--- config.mk ---
export PLATFORM = sky130hd
export DESIGN_NAME = aabb_collision_resolver_flat
export DESIGN_NICKNAME = d
export VERILOG_FILES = /design/src/hw/rtl/aabb_pkg.sv /design/src/hw/rtl/aabb_if.sv /design/src/hw/rtl/aabb_collision_resolver.sv /design/src/flat_wrapper.sv
export VERILOG_INCLUDE_DIRS = /design/src /design/src/hw/rtl
export SDC_FILE = /design/constraint.sdc
export NUM_CORES = 2
export LEC_CHECK = 0
export ABC_AREA = 1
export ABC_CLOCK_PERIOD_IN_PS = 10100
export BUFFER_PORTS_ARGS = -buffer_cell sky130_fd_sc_hd__buf_2
export CAP_MARGIN = 30
export CORE_MARGIN = 3
export CORE_UTILIZATION = 60
export CTS_CLUSTER_DIAMETER = 40
export CTS_CLUSTER_SIZE = 28
export DETAILED_ROUTE_END_ITERATION = 7
export HOLD_SLACK_MARGIN = 0.05
export PLACE_DENSITY = 0.8
export SLEW_MARGIN = 20
export SYNTH_ARGS = -nofsm -noshare
export SYNTH_HDL_FRONTEND = slang
export SYNTH_SLANG_ARGS = --single-unit
--- constraint.sdc ---
create_clock -name clock -period 10.1 [get_ports clock]
set_clock_uncertainty 0.2 [all_clocks]
set_input_delay 0.505 -clock clock [delete_from_list [all_inputs] [get_ports clock]]
set_output_delay 0.505 -clock clock [all_outputs]
set_load 0.02 [all_outputs]
--- src/hw/rtl/aabb_collision_resolver_macros.svh ---
// Assertion macros for the AABB collision resolver.
// Each macro expects signals named clock and reset in the scope of its use.
`ifndef AABB_COLLISION_RESOLVER_MACROS_SVH
`define AABB_COLLISION_RESOLVER_MACROS_SVH

// The consequent must hold in the same cycle as the antecedent.
`define AABB_ASSERT_IMPLY(label, cond, expr, msg) \
   label: assert property (@(posedge clock) disable iff (reset) (cond) |-> (expr)) \
      else $error(msg);

// The consequent must hold in the cycle after the antecedent.
`define AABB_ASSERT_NEXT(label, cond, expr, msg) \
   label: assert property (@(posedge clock) disable iff (reset) (cond) |=> (expr)) \
      else $error(msg);

`endif

--- src/hw/rtl/aabb_pkg.sv ---
// Shared types and constants of the AABB collision resolver.
// Used by the channel interfaces and the top level; depends on nothing.
package aabb_pkg;

   // Configuration registers are all unsigned Q15.8, 23 bits wide.
   localparam int CFG_WIDTH       = 23;
   localparam int CSR_INDEX_WIDTH = 2;
   localparam int KIND_WIDTH      = 2;

   // Fraction bits of every coordinate and register value.
   localparam int FRAC_BITS       = 8;

   // Box width and height after reset: 16.0 in Q15.8.
   localparam logic [CFG_WIDTH-1:0] BOX_SIZE_RESET = CFG_WIDTH'(16 << FRAC_BITS);

   typedef enum logic [KIND_WIDTH-1:0] {
      KIND_BEGIN    = 2'd0,
      KIND_OBSTACLE = 2'd1,
      KIND_FINISH   = 2'd2,
      KIND_PLACE    = 2'd3
   } kind_type;

   typedef enum logic [CSR_INDEX_WIDTH-1:0] {
      CSR_MARGIN     = 2'd0,
      CSR_BOX_WIDTH  = 2'd1,
      CSR_BOX_HEIGHT = 2'd2
   } csr_index_type;

endpackage

--- src/hw/rtl/aabb_if.sv ---
// Valid/ready channel interfaces of the AABB collision resolver.
// Depends on aabb_pkg for the width of the item kind field.
interface aabb_req_if
   import aabb_pkg::*;
#(
   parameter int COORD_WIDTH = 24
);
   logic                          valid;
   logic                          ready;
   logic [KIND_WIDTH-1:0]         kind;
   logic signed [COORD_WIDTH-1:0] move_x;
   logic signed [COORD_WIDTH-1:0] move_y;
   logic signed [COORD_WIDTH-1:0] speed_x;
   logic signed [COORD_WIDTH-1:0] speed_y;
   logic signed [COORD_WIDTH-1:0] obstacle_left;
   logic signed [COORD_WIDTH-1:0] obstacle_right;
   logic signed [COORD_WIDTH-1:0] obstacle_top;
   logic signed [COORD_WIDTH-1:0] obstacle_bottom;

   modport source (
      output valid, kind, move_x, move_y, speed_x, speed_y,
             obstacle_left, obstacle_right, obstacle_top, obstacle_bottom,
      input  ready
   );
   modport sink (
      input  valid, kind, move_x, move_y, speed_x, speed_y,
             obstacle_left, obstacle_right, obstacle_top, obstacle_bottom,
      output ready
   );
endinterface

interface aabb_rsp_if #(
   parameter int COORD_WIDTH = 24
);
   logic                          valid;
   logic                          ready;
   logic signed [COORD_WIDTH-1:0] final_x;
   logic signed [COORD_WIDTH-1:0] final_y;
   logic signed [COORD_WIDTH-1:0] final_speed_x;
   logic signed [COORD_WIDTH-1:0] final_speed_y;
   logic                          landed;

   modport source (
      output valid, final_x, final_y, final_speed_x, final_speed_y, landed,
      input  ready
   );
   modport sink (
      input  valid, final_x, final_y, final_speed_x, final_speed_y, landed,
      output ready
   );
endinterface

--- src/hw/rtl/aabb_collision_resolver.sv ---
// AABB collision resolver: input register, one pass of resolve logic, result register.
// Depends on aabb_pkg, the channel interfaces in aabb_if.sv and the assertion macros.
//
// Usage. Items arrive on req_chan (valid/ready). A begin item moves the box by an
// offset and latches its velocity, obstacle items each test one solid rectangle
// against the moved box and may snap the saved position against its edges,
// a finish item commits the saved position and returns one item on rsp_chan,
// and a place item sets the position absolutely. Only finish produces a result.
// The csr_ port writes margin, box width and box height; write them while idle.
// Throughput is one item per cycle while no finish item waits for a stalled result
// register: every item is resolved between the input register and the state and
// result registers, since each obstacle costs only a few adds and compares against
// the registered state. A finish item passes through the input register and then
// the result register before its result is valid.
// Reset clears the position, the saved position, the velocity and the landed
// flag to zero, sets the margin to zero and the box to 16.0 by 16.0.
// When the receiver stalls, the result waits in the result register. Items that
// produce no result keep flowing past it; a further finish item waits in the
// input register, and the input side is then held off until the result is taken.
module aabb_collision_resolver
   import aabb_pkg::*;
#(
   parameter int COORD_WIDTH = 24
) (
   input  logic                       clock,
   input  logic                       reset,
   aabb_req_if.sink                   req_chan,
   aabb_rsp_if.source                 rsp_chan,
   input  logic                       csr_wr_en,
   input  logic [CSR_INDEX_WIDTH-1:0] csr_index,
   input  logic [CFG_WIDTH-1:0]       csr_wdata
);

`include "aabb_collision_resolver_macros.svh"

   localparam int W = COORD_WIDTH;
   // Internal width holds doubled coordinates plus doubled register values.
   localparam int EW = ((W > CFG_WIDTH) ? W : CFG_WIDTH) + 4;

   localparam logic signed [EW-1:0] COORD_MAX_E =
      signed'({{(EW-W+1){1'b0}}, {(W-1){1'b1}}});
   localparam logic signed [EW-1:0] COORD_MIN_E = -COORD_MAX_E - EW'(1);

   // Sign-extend a coordinate to the internal width.
   function automatic logic signed [EW-1:0] widen(input logic signed [W-1:0] v);
      return EW'(v);
   endfunction

   // Clamp an internal sum to the signed coordinate range.
   function automatic logic signed [W-1:0] clamp(input logic signed [EW-1:0] v);
      logic signed [W-1:0] r;
      if (v > COORD_MAX_E) begin
         r = W'(COORD_MAX_E);
      end else if (v < COORD_MIN_E) begin
         r = W'(COORD_MIN_E);
      end else begin
         r = W'(v);
      end
      return r;
   endfunction

   // Configuration registers.
   logic [CFG_WIDTH-1:0] margin_ff;
   logic [CFG_WIDTH-1:0] box_width_ff;
   logic [CFG_WIDTH-1:0] box_height_ff;

   always_ff @(posedge clock) begin
      if (reset) begin
         margin_ff     <= '0;
         box_width_ff  <= BOX_SIZE_RESET;
         box_height_ff <= BOX_SIZE_RESET;
      end else if (csr_wr_en) begin
         case (csr_index_type'(csr_index))
            CSR_MARGIN:     margin_ff     <= csr_wdata;
            CSR_BOX_WIDTH:  box_width_ff  <= csr_wdata;
            CSR_BOX_HEIGHT: box_height_ff <= csr_wdata;
            default: begin
               // Writes beyond the register list are dropped.
            end
         endcase
      end
   end

   // Input register. It is refilled whenever its item is resolved in the
   // same cycle, so back-to-back items pass at full rate.
   logic                in_valid_ff;
   kind_type            in_kind_ff;
   logic signed [W-1:0] in_move_x_ff, in_move_y_ff;
   logic signed [W-1:0] in_speed_x_ff, in_speed_y_ff;
   logic signed [W-1:0] in_left_ff, in_right_ff, in_top_ff, in_bottom_ff;

   logic advance;
   logic is_finish;

   // Result register.
   logic                rsp_valid_ff;
   logic                rsp_valid_in;
   logic signed [W-1:0] rsp_x_ff, rsp_y_ff, rsp_speed_x_ff, rsp_speed_y_ff;
   logic                rsp_landed_ff;

   // A finish item needs the result register free, or freed this cycle.
   assign is_finish = (in_kind_ff == KIND_FINISH);
   assign advance   = in_valid_ff && (!is_finish || !rsp_valid_ff || rsp_chan.ready);
   assign req_chan.ready = !in_valid_ff || advance;

   always_ff @(posedge clock) begin
      if (reset) begin
         in_valid_ff <= 1'b0;
      end else if (req_chan.ready) begin
         in_valid_ff <= req_chan.valid;
      end
   end

   always_ff @(posedge clock) begin
      if (req_chan.ready && req_chan.valid) begin
         in_kind_ff    <= kind_type'(req_chan.kind);
         in_move_x_ff  <= req_chan.move_x;
         in_move_y_ff  <= req_chan.move_y;
         in_speed_x_ff <= req_chan.speed_x;
         in_speed_y_ff <= req_chan.speed_y;
         in_left_ff    <= req_chan.obstacle_left;
         in_right_ff   <= req_chan.obstacle_right;
         in_top_ff     <= req_chan.obstacle_top;
         in_bottom_ff  <= req_chan.obstacle_bottom;
      end
   end

   // Motion state.
   logic signed [W-1:0] cur_x_ff, cur_y_ff, saved_x_ff, saved_y_ff;
   logic signed [W-1:0] vel_x_ff, vel_y_ff;
   logic                landed_ff;
   logic signed [W-1:0] cur_x_in, cur_y_in, saved_x_in, saved_y_in;
   logic signed [W-1:0] vel_x_in, vel_y_in;
   logic                landed_in;

   // Box edges at doubled scale, so half the width is never rounded.
   // y grows downward: the top of the box is the smaller y.
   logic signed [EW-1:0] w_e, h_e, m_e, hw_e;
   logic signed [EW-1:0] box_l2, box_r2, box_t2, box_b2;
   logic signed [EW-1:0] obs_l2, obs_r2, obs_t2, obs_b2;
   logic                 overlap, hit_bottom, hit_top, hit_right, hit_left;

   assign w_e  = signed'(EW'(box_width_ff));
   assign h_e  = signed'(EW'(box_height_ff));
   assign m_e  = signed'(EW'(margin_ff));
   assign hw_e = w_e >>> 1;

   assign box_l2 = (widen(cur_x_ff) <<< 1) - w_e;
   assign box_r2 = (widen(cur_x_ff) <<< 1) + w_e;
   assign box_t2 = (widen(cur_y_ff) <<< 1) - (h_e <<< 1);
   assign box_b2 = widen(cur_y_ff) <<< 1;

   assign obs_l2 = widen(in_left_ff) <<< 1;
   assign obs_r2 = widen(in_right_ff) <<< 1;
   assign obs_t2 = widen(in_top_ff) <<< 1;
   assign obs_b2 = widen(in_bottom_ff) <<< 1;

   // Strict overlap; the edges are not checked for order.
   assign overlap = (obs_l2 < box_r2) && (obs_r2 > box_l2)
                 && (obs_t2 < box_b2) && (obs_b2 > box_t2);

   // Side tests with the margin as tolerance.
   assign hit_bottom = (box_b2 - (m_e <<< 1)) < obs_t2;
   assign hit_top    = (box_t2 + (m_e <<< 1)) > obs_b2;
   assign hit_right  = (box_r2 - (m_e <<< 1)) < obs_l2;
   assign hit_left   = (box_l2 + (m_e <<< 1)) > obs_r2;

   always_comb begin
      cur_x_in   = cur_x_ff;
      cur_y_in   = cur_y_ff;
      saved_x_in = saved_x_ff;
      saved_y_in = saved_y_ff;
      vel_x_in   = vel_x_ff;
      vel_y_in   = vel_y_ff;
      landed_in  = landed_ff;
      case (in_kind_ff)
         KIND_BEGIN: begin
            cur_x_in   = clamp(widen(cur_x_ff) + widen(in_move_x_ff));
            cur_y_in   = clamp(widen(cur_y_ff) + widen(in_move_y_ff));
            saved_x_in = cur_x_in;
            saved_y_in = cur_y_in;
            vel_x_in   = in_speed_x_ff;
            vel_y_in   = in_speed_y_ff;
            landed_in  = 1'b0;
         end
         KIND_OBSTACLE: begin
            if (overlap) begin
               // Falling onto the obstacle lands on its top; rising into it
               // puts the box just under its bottom.
               if (vel_y_ff > 0 && hit_bottom) begin
                  saved_y_in = in_top_ff;
                  vel_y_in   = '0;
                  landed_in  = 1'b1;
               end else if (vel_y_ff < 0 && hit_top) begin
                  saved_y_in = clamp(widen(in_bottom_ff) + h_e);
                  vel_y_in   = '0;
               end
               // Horizontal snap is independent of the vertical one.
               if (vel_x_ff > 0 && hit_right) begin
                  saved_x_in = clamp(widen(in_left_ff) - hw_e);
               end else if (vel_x_ff < 0 && hit_left) begin
                  saved_x_in = clamp(widen(in_right_ff) + hw_e);
               end
            end
         end
         KIND_FINISH: begin
            cur_x_in = saved_x_ff;
            cur_y_in = saved_y_ff;
         end
         KIND_PLACE: begin
            cur_x_in   = in_move_x_ff;
            cur_y_in   = in_move_y_ff;
            saved_x_in = in_move_x_ff;
            saved_y_in = in_move_y_ff;
         end
         default: begin
         end
      endcase
   end

   always_ff @(posedge clock) begin
      if (reset) begin
         cur_x_ff   <= '0;
         cur_y_ff   <= '0;
         saved_x_ff <= '0;
         saved_y_ff <= '0;
         vel_x_ff   <= '0;
         vel_y_ff   <= '0;
         landed_ff  <= 1'b0;
      end else if (advance) begin
         cur_x_ff   <= cur_x_in;
         cur_y_ff   <= cur_y_in;
         saved_x_ff <= saved_x_in;
         saved_y_ff <= saved_y_in;
         vel_x_ff   <= vel_x_in;
         vel_y_ff   <= vel_y_in;
         landed_ff  <= landed_in;
      end
   end

   // The result is taken from the state as it stands before the finish item.
   always_comb begin
      rsp_valid_in = rsp_valid_ff && !rsp_chan.ready;
      if (advance && is_finish) begin
         rsp_valid_in = 1'b1;
      end
   end

   always_ff @(posedge clock) begin
      if (reset) begin
         rsp_valid_ff <= 1'b0;
      end else begin
         rsp_valid_ff <= rsp_valid_in;
      end
   end

   always_ff @(posedge clock) begin
      if (advance && is_finish) begin
         rsp_x_ff       <= saved_x_ff;
         rsp_y_ff       <= saved_y_ff;
         rsp_speed_x_ff <= vel_x_ff;
         rsp_speed_y_ff <= vel_y_ff;
         rsp_landed_ff  <= landed_ff;
      end
   end

   assign rsp_chan.valid         = rsp_valid_ff;
   assign rsp_chan.final_x       = rsp_x_ff;
   assign rsp_chan.final_y       = rsp_y_ff;
   assign rsp_chan.final_speed_x = rsp_speed_x_ff;
   assign rsp_chan.final_speed_y = rsp_speed_y_ff;
   assign rsp_chan.landed        = rsp_landed_ff;

   // A landing always stops the vertical motion until the next begin.
   `AABB_ASSERT_IMPLY(a_landed_stops_fall, landed_ff, vel_y_ff == '0, "landed with vertical speed")

   // Every resolved finish item leaves a result in the result register.
   `AABB_ASSERT_NEXT(a_finish_gives_result, advance && is_finish, rsp_valid_ff, "finish lost")

   // A landed result carries zero vertical speed.
   `AABB_ASSERT_IMPLY(a_result_landed_speed, rsp_valid_ff && rsp_landed_ff, rsp_speed_y_ff == '0, "landed result moving")

endmodule
--- src/flat_wrapper.sv ---
// flat-port wrapper written by rule: the top's interface ports become plain ports
module aabb_collision_resolver_flat import aabb_pkg::*;
#(
   parameter int COORD_WIDTH = 24
)
  (clock, reset, csr_wr_en, csr_index, csr_wdata, req_chan_valid, req_chan_kind, req_chan_move_x, req_chan_move_y, req_chan_speed_x, req_chan_speed_y, req_chan_obstacle_left, req_chan_obstacle_right, req_chan_obstacle_top, req_chan_obstacle_bottom, req_chan_ready, rsp_chan_valid, rsp_chan_final_x, rsp_chan_final_y, rsp_chan_final_speed_x, rsp_chan_final_speed_y, rsp_chan_landed, rsp_chan_ready);
  aabb_req_if #(.COORD_WIDTH(COORD_WIDTH)) req_chan_i ();
  aabb_rsp_if #(.COORD_WIDTH(COORD_WIDTH)) rsp_chan_i ();
  input  logic clock;
  input  logic reset;
  input  logic csr_wr_en;
  input  logic [CSR_INDEX_WIDTH-1:0] csr_index;
  input  logic [CFG_WIDTH-1:0] csr_wdata;
  input wire logic [$bits(req_chan_i.valid)-1:0] req_chan_valid;
  input wire logic [$bits(req_chan_i.kind)-1:0] req_chan_kind;
  input wire logic [$bits(req_chan_i.move_x)-1:0] req_chan_move_x;
  input wire logic [$bits(req_chan_i.move_y)-1:0] req_chan_move_y;
  input wire logic [$bits(req_chan_i.speed_x)-1:0] req_chan_speed_x;
  input wire logic [$bits(req_chan_i.speed_y)-1:0] req_chan_speed_y;
  input wire logic [$bits(req_chan_i.obstacle_left)-1:0] req_chan_obstacle_left;
  input wire logic [$bits(req_chan_i.obstacle_right)-1:0] req_chan_obstacle_right;
  input wire logic [$bits(req_chan_i.obstacle_top)-1:0] req_chan_obstacle_top;
  input wire logic [$bits(req_chan_i.obstacle_bottom)-1:0] req_chan_obstacle_bottom;
  output wire logic [$bits(req_chan_i.ready)-1:0] req_chan_ready;
  output wire logic [$bits(rsp_chan_i.valid)-1:0] rsp_chan_valid;
  output wire logic [$bits(rsp_chan_i.final_x)-1:0] rsp_chan_final_x;
  output wire logic [$bits(rsp_chan_i.final_y)-1:0] rsp_chan_final_y;
  output wire logic [$bits(rsp_chan_i.final_speed_x)-1:0] rsp_chan_final_speed_x;
  output wire logic [$bits(rsp_chan_i.final_speed_y)-1:0] rsp_chan_final_speed_y;
  output wire logic [$bits(rsp_chan_i.landed)-1:0] rsp_chan_landed;
  input wire logic [$bits(rsp_chan_i.ready)-1:0] rsp_chan_ready;
  assign req_chan_i.valid = req_chan_valid;
  assign req_chan_i.kind = req_chan_kind;
  assign req_chan_i.move_x = req_chan_move_x;
  assign req_chan_i.move_y = req_chan_move_y;
  assign req_chan_i.speed_x = req_chan_speed_x;
  assign req_chan_i.speed_y = req_chan_speed_y;
  assign req_chan_i.obstacle_left = req_chan_obstacle_left;
  assign req_chan_i.obstacle_right = req_chan_obstacle_right;
  assign req_chan_i.obstacle_top = req_chan_obstacle_top;
  assign req_chan_i.obstacle_bottom = req_chan_obstacle_bottom;
  assign req_chan_ready = req_chan_i.ready;
  assign rsp_chan_valid = rsp_chan_i.valid;
  assign rsp_chan_final_x = rsp_chan_i.final_x;
  assign rsp_chan_final_y = rsp_chan_i.final_y;
  assign rsp_chan_final_speed_x = rsp_chan_i.final_speed_x;
  assign rsp_chan_final_speed_y = rsp_chan_i.final_speed_y;
  assign rsp_chan_landed = rsp_chan_i.landed;
  assign rsp_chan_i.ready = rsp_chan_ready;
  aabb_collision_resolver #(.COORD_WIDTH(COORD_WIDTH)) u_core (.clock(clock), .reset(reset), .req_chan(req_chan_i), .rsp_chan(rsp_chan_i), .csr_wr_en(csr_wr_en), .csr_index(csr_index), .csr_wdata(csr_wdata));
endmodule
======== After elaboration in Yosys (flattened, before gate mapping) ========
Cells that the tools add are included.
storage, ports and cells
  register bits after elaboration ......... 507
  latch bits .............................. 0
  bits in writable memories ............... 0
  ROM bits ................................ 0
  input bits .............................. 224
  output and inout port bits .............. 99
  word-level logic and storage cells ...... 129
  memories kept ........................... 0
cells by class
  add/subtract/negate cells ............... 12
  multipliers ............................. 0
  divide/modulo/power cells ............... 0
  magnitude comparators ................... 22
  equality and inequality tests ........... 9
  shifts and indexed selects .............. 0
  mux-type cells .......................... 28
  bitwise operators ....................... 0
  reductions and logical operators ........ 32
operators by type and width
  cell                    number
  $mux W24                19
  $pmux W24 S3            4
  $gt A28 B24 Y1 const B  5
  $lt A28 B24 Y1 const B  5
  $add A24 B24 Y25        3
  $gt A28 B25 Y1          2
  $add A26 B25 Y27        2
  $gt A25 B26 Y1          2
  $sub A25 B25 Y26        2
  $gt A24 B1 Y1 const B   2
  $lt A24 B1 Y1 const B   2
  $pmux W24 S2            1
  $lt A28 B25 Y1          1
  $sub A26 B25 Y27        1
  $add A25 B24 Y26        1
  $lt A25 B26 Y1          1
  $lt A26 B25 Y1          1
  $sub A25 B24 Y26        1
  $add A24 B23 Y25        1
  $lt A25 B25 Y1          1
  $sub A24 B23 Y25        1
  $reduce_and A4 Y1       4
  $logic_and A1 B1 Y1     11
  $reduce_and A2 Y1       5
  other kinds (11)        25

======== Depth between registers and ports, before layout ========
  word-level depth ........................ 8
  gate-level depth with buffers ........... 43
  gate-level depth less buffers ........... 41

======== Least setup slack after synthesis ========
Ideal clock, no wire load.
  path kind ............................... register to register
  start point ............................. register u_core.in_kind_ff[1]
  end point ............................... register u_core.in_bottom_ff[0] (enable)
  setup time .............................. 0.546 ns
  data arrival time ....................... 4.880 ns
  data required time ...................... 9.354 ns
  setup slack ............................. 4.474 ns
  cell stages (with the launch flop) ...... 7
  buffers on the path ..................... 1
  clock period less this slack ............ 5.626 ns
  cell sequence ........................... edfxtp_1 -> inv_2 -> nor2_1 -> clkbuf_1 -> nand3_1 -> nand2_1 -> inv_1
between the ends
  word-level cells in the longest chain between the ends .. 7
RTL lines
  item                             line                            RTL
  from (decl)                      aabb_collision_resolver.sv:87   kind_type in_kind_ff;
  from (signal assigned)           aabb_collision_resolver.sv:116  in_kind_ff <= kind_type'(req_chan.kind);
  $eq A2 B2 Y1                     aabb_collision_resolver.sv:102  assign is_finish = (in_kind_ff == KIND_FINISH);
  $logic_not A1 Y1                 aabb_collision_resolver.sv:103  assign advance = in_valid_ff && (!is_finish || !rsp_valid_ff || rsp_chan.ready);
  $logic_or A1 B1 Y1 (2 in a row)  aabb_collision_resolver.sv:103
  $logic_and A1 B1 Y1              aabb_collision_resolver.sv:103
  $logic_or A1 B1 Y1               aabb_collision_resolver.sv:104  assign req_chan.ready = !in_valid_ff || advance;
  via req_chan_ready               flat_wrapper.sv:24              output wire logic [$bits(req_chan_i.ready)-1:0] req_chan_ready;
  $logic_and A1 B1 Y1              aabb_collision_resolver.sv:115  if (req_chan.ready && req_chan.valid) begin
  to (signal assigned)             aabb_collision_resolver.sv:124  in_bottom_ff <= req_chan.obstacle_bottom;
  to (decl)                        aabb_collision_resolver.sv:90   logic signed [W-1:0] in_left_ff, in_right_ff, in_top_ff, in_bottom_ff;
The timed path passes the listed nets, and every way through them passes these cells.
A chain may end at the register's enable or synchronous reset.

======== Worst setup path in the final report ========
  start point ............................. register u_core.cur_x_ff[12]
  end point ............................... register u_core.saved_x_ff[8]
between the ends
  word-level cells in the longest chain between the ends .. 7
  elaborated cells on any way between the ends .. 24
  those cells by class .................... add/sub (5); order compare (6); eq/ne (2); mux (5); reduce/logical (6)
RTL lines
  item                                                          line                                                            RTL
  from (decl)                                                   aabb_collision_resolver.sv:129                                  logic signed [W-1:0] cur_x_ff, cur_y_ff, saved_x_ff, saved_y_ff;
  from (signal assigned)                                        aabb_collision_resolver.sv:231                                  cur_x_ff <= cur_x_in;
  $add A25 B24 Y26 / $sub A25 B24 Y26 (equally long branches)   aabb_collision_resolver.sv:149, aabb_collision_resolver.sv:148
  $sub A26 B25 Y27, or another cell as far along                aabb_collision_resolver.sv:165                                  assign hit_right = (box_r2 - (m_e <<< 1)) < obs_l2;
  $lt A28 B25 Y1 / $logic_and A1 B1 Y1 (equally long branches)  aabb_collision_resolver.sv:165, aabb_collision_resolver.sv:159
  $logic_and A1 B1 Y1 (on tied branches)                        aabb_collision_resolver.sv:199, aabb_collision_resolver.sv:160
  $mux W24 / $logic_and A1 B1 Y1 (equally long branches)        aabb_collision_resolver.sv:199, aabb_collision_resolver.sv:160
  $mux W24 / $ne A2 B1 Y1 (equally long branches)               n/a
  $pmux W24 S3 / $reduce_and A4 Y1 (equally long branches)      n/a
  to (signal assigned)                                          aabb_collision_resolver.sv:233                                  saved_x_ff <= saved_x_in;
  to (decl)                                                     aabb_collision_resolver.sv:129
Parallel ways exist; a longest one is shown, timed or not. The select of a mux whose other input is x is not followed.

==> qor.csv <==
stage;metric;value;unit
placed_design;sum of net half-perimeters after detailed placement;112.7;mm
global_routing;initial antenna violation count;3;
final_layout;most common cell after layout, fill and taps aside;sky130_fd_sc_hd__nand2_1;
synthesis;number of synthesized flops with an enable pin;291;
synthesis;count of cell types in the netlist;59;
worst_setup_path;data required time of the worst path;10.46;ns
final_layout;post-synthesis to final-layout area growth;17.96;%
drt;total number of vias;41338;
placed_design;I/O Buffers;322;
drt;detailed-route wire length per cell;21.57;um
drt;number of nets with antenna violations after detailed routing;0;
global_routing;number of global-route vias before repair;39680;
clock_tree;cells resized by post-CTS repair;0;
final_layout;commonest cells after routing, fill and taps aside;1545 x sky130_fd_sc_hd__nand2_1, 800 x sky130_fd_sc_hd__inv_1, 475 x sky130_fd_sc_hd__ha_1, 458 x sky130_fd_sc_hd__a21oi_1, 404 x sky130_fd_sc_hd__nor2_1;
drt;post-detailed-route DRC marker count;0;
worst_setup_path;WS Path Type;reg2reg;
clock_tree;clock latency on the worst-skew pair;0.67;ns
worst_setup_path;reg-to-reg slack, setup;2.91;ns
timing;final count of hold timing violations;0;
placed_design;gpl congestion;1.063;
timing;setup_tns;0;ns
global_routing;total routing resource utilization after global routing;41.72;%
synthesis;post-synth design cell area;0.04046;mm^2
drt;DRC marker count from the first detailed-route iteration;4764;
clock_tree;# clock sinks;507;
power_and_ir_drop;leak pwr;23.87;nW
die;Placeable Area;0.06633;mm^2
synthesis;mean instance size in the synthesized netlist;7.232;um^2
global_routing;largest net degree at the start of global routing;121;
global_routing;wire length of the first global-routing pass;226.3;mm
clock_tree;number of H-tree branching levels;3;
global_routing;met2 routing resource usage after global routing;66.65;%
synthesis;share of flip-flops with an asynchronous set or reset after synthesis;0;%
timing;final critical delay including setup and external delays;7.193;ns
timing;Worst-Margin Slew;0.9754;ns
die;number of ports placed on the die boundary;323;
power_and_ir_drop;worst voltage drop across the vdd grid;0.1700;mV
die;area enclosed by the die boundary;0.07058;mm^2
power_and_ir_drop;Power per Cell Area;180.9;mW/mm^2
flow_run;reported max-cap violation count;0;
worst_hold_path;Hold Path Class;in2reg;
worst_setup_path;startpoint kind of the worst setup timing path;flop;
global_routing;most congested layer reported by global routing;met2;
final_layout;number of nets in the finished design;6806;
global_routing;fraction of met1 tracks used by global routing;52.80;%
drt;Via density;5.881;
worst_setup_path;crit path DAT;7.55;ns
synthesis;share of the yosys chip area belonging to registers;32.29;%
global_routing;met3 Track Usage GR;9.712;%
die;standard-cell row count;94;
status;run status;finished, final reports clean;
worst_setup_path;cell with the largest stage delay on the worst path;sky130_fd_sc_hd__dfxtp_1;
synthesis;most instantiated flip-flop cell in the synthesis netlist;sky130_fd_sc_hd__edfxtp_1;
final_layout;proportion of layout cells with a drive suffix above 1;8.650;%
clock_tree;clock edge transition at the registers on the reported setup and hold paths;0.06;ns
clock_tree;number of buffers added by the clock tree synthesis step;81;
die;die height;265.7;um
die;Initial Util;60.99;%
worst_setup_path;CP peak stage delay;0.55;ns
global_routing;total gr overflow;0;
synthesis;register bit total from synthesis;507;
worst_setup_path;biggest fanout along the worst timing path;48;
worst_setup_path;kind of end point of the critical path;flop;
final_layout;share of the core filled with cells;71.94;%
die;DIE WIDTH;265.7;um
synthesis;total of warnings raised by yosys;0;
synthesis;nets in the synthesized netlist;6305;
timing;unrepaired setup endpoints after global routing;false;
clock_tree;clock tree root driver cell;sky130_fd_sc_hd__clkbuf_16;
timing;# setup viols final;0;
worst_setup_path;most frequent cell on the critical path;sky130_fd_sc_hd__nand2_1;
clock_tree;maximum buffer depth of the clock tree;3;
final_layout;Filler Cells Inserted;5251;
timing;number of pins with negative max-slew slack in the final report;0;
drt;number of search-and-repair iterations in the first detailed-routing pass;7;
timing;top achievable clock speed;139.0;MHz
synthesis;Cells after Synth;5594;
drt;routed wire length;151.6;mm
clock_tree;TritonCTS clock tree;yes;
timing;final critical-path share of the clock period;71.22;%
timing;relative slew slack;34.90;%
[critical path, delay by kind of cell, from the launching register on]
kind	cells	cell delay, ns
fa+ha+maj	3	1.09
simple gates	23	3.26
buf+inv	3	0.33
flops	1	0.55
compound gates	8	1.62
[final cells by class]
| type | instances | area, um^2 | share of cell area [%] |
|---|---|---|---|
| Inverter | 814 | 3068 | 6.429 |
| Timing Repair Buffer | 550 | 3929 | 8.233 |
| Multi-Input combinational cell | 4141 | 23700 | 49.66 |
| Tap cell | 864 | 1081 | 2.265 |
| Antenna cell | 3 | 7.507 | 0.01573 |
| Sequential cell | 507 | 13060 | 27.37 |
| Clock inverter | 60 | 782.0 | 1.639 |
| Clock buffer | 90 | 2091 | 4.381 |
[cells by family (layout without fill, tap and decap cells)]
group           after synthesis  in the layout  synth area share [%]
buf+inv                     946           1514                 9.185
simple gates               2513           2513                 25.75
compound gates              920            920                 12.69
flops                       507            507                 32.29
fa+ha+maj                   487            487                 15.28
other cells                   0              3                     0
xor+xnor                    221            221                 4.803
[metrics by stage]
stage / total power, mW / cells / instance area (um^2) / hold slack, ns / worst slack, ns
5_1_grt: 9.090 / 7027 / 47720 / 0.06115 / 2.355
3_3_place_gp: 5.460 / 6659 / 42610 / 0.2103 / 3.318
3_5_place_dp: 5.531 / 6659 / 42610 / 0.2149 / 3.189
6_report: 8.632 / 7029 / 47720 / 0.08412 / 2.907
2_1_floorplan: 4.701 / 5594 / 40460 / 0.2082 / 4.474
4_1_cts: 8.486 / 7022 / 47610 / 0.06230 / 3.152
[report_power, final]
group	internal (mW)	switching (mW)
clock	1.75	1.17
sequential	2.30	0.153
combinational	1.15	2.10
[final timing paths]
check                 startpoint                          endpoint  depth (start not counted)
max          u_core.cur_x_ff[12]              u_core.saved_x_ff[8]                         37
min                csr_wdata[19]              u_core.margin_ff[19]                          3
min reg2reg   u_core.vel_x_ff[4]  u_core.rsp_chan.final_speed_x[4]                          0
max reg2reg  u_core.cur_x_ff[12]              u_core.saved_x_ff[8]                         37
[Yosys cell counts (all sizes together), types with 31 or more instances]
| cell | number | area (um^2) |
|---|---|---|
| a21o | 31 | 232.7 |
| a21oi | 464 | 2352 |
| a41oi | 45 | 394.1 |
| buf | 62 | 397.9 |
| clkbuf | 70 | 262.8 |
| dfxtp | 216 | 4324 |
| edfxtp | 291 | 8738 |
| ha | 475 | 5943 |
| inv | 811 | 3044 |
| nand2 | 1557 | 5884 |
| nand3 | 374 | 1952 |
| nand4 | 77 | 481.7 |
| nor2 | 412 | 1559 |
| nor3 | 50 | 260.3 |
| o21ai | 284 | 1433 |
| o21bai | 36 | 270.3 |
| xnor2 | 64 | 560.5 |
| xor2 | 157 | 1383 |
[routing by layer]
metal / up-vias / share of wire [%]
li1: 19480 / -
met1: 19012 / 38
met2: 2368 / 44
met3: 474 / 12
met4: 4 / 6.0
met5: - / 0.014
[what timing repair did]
action / 4_1_cts / 5_1_grt
hold buffers: 213 / 0
setup buffers: 0 / 0
endpoints found under the setup margin: 0 / 0
hold endpoints to repair: 216 / 0
Power figures use the tool's default switching activity.
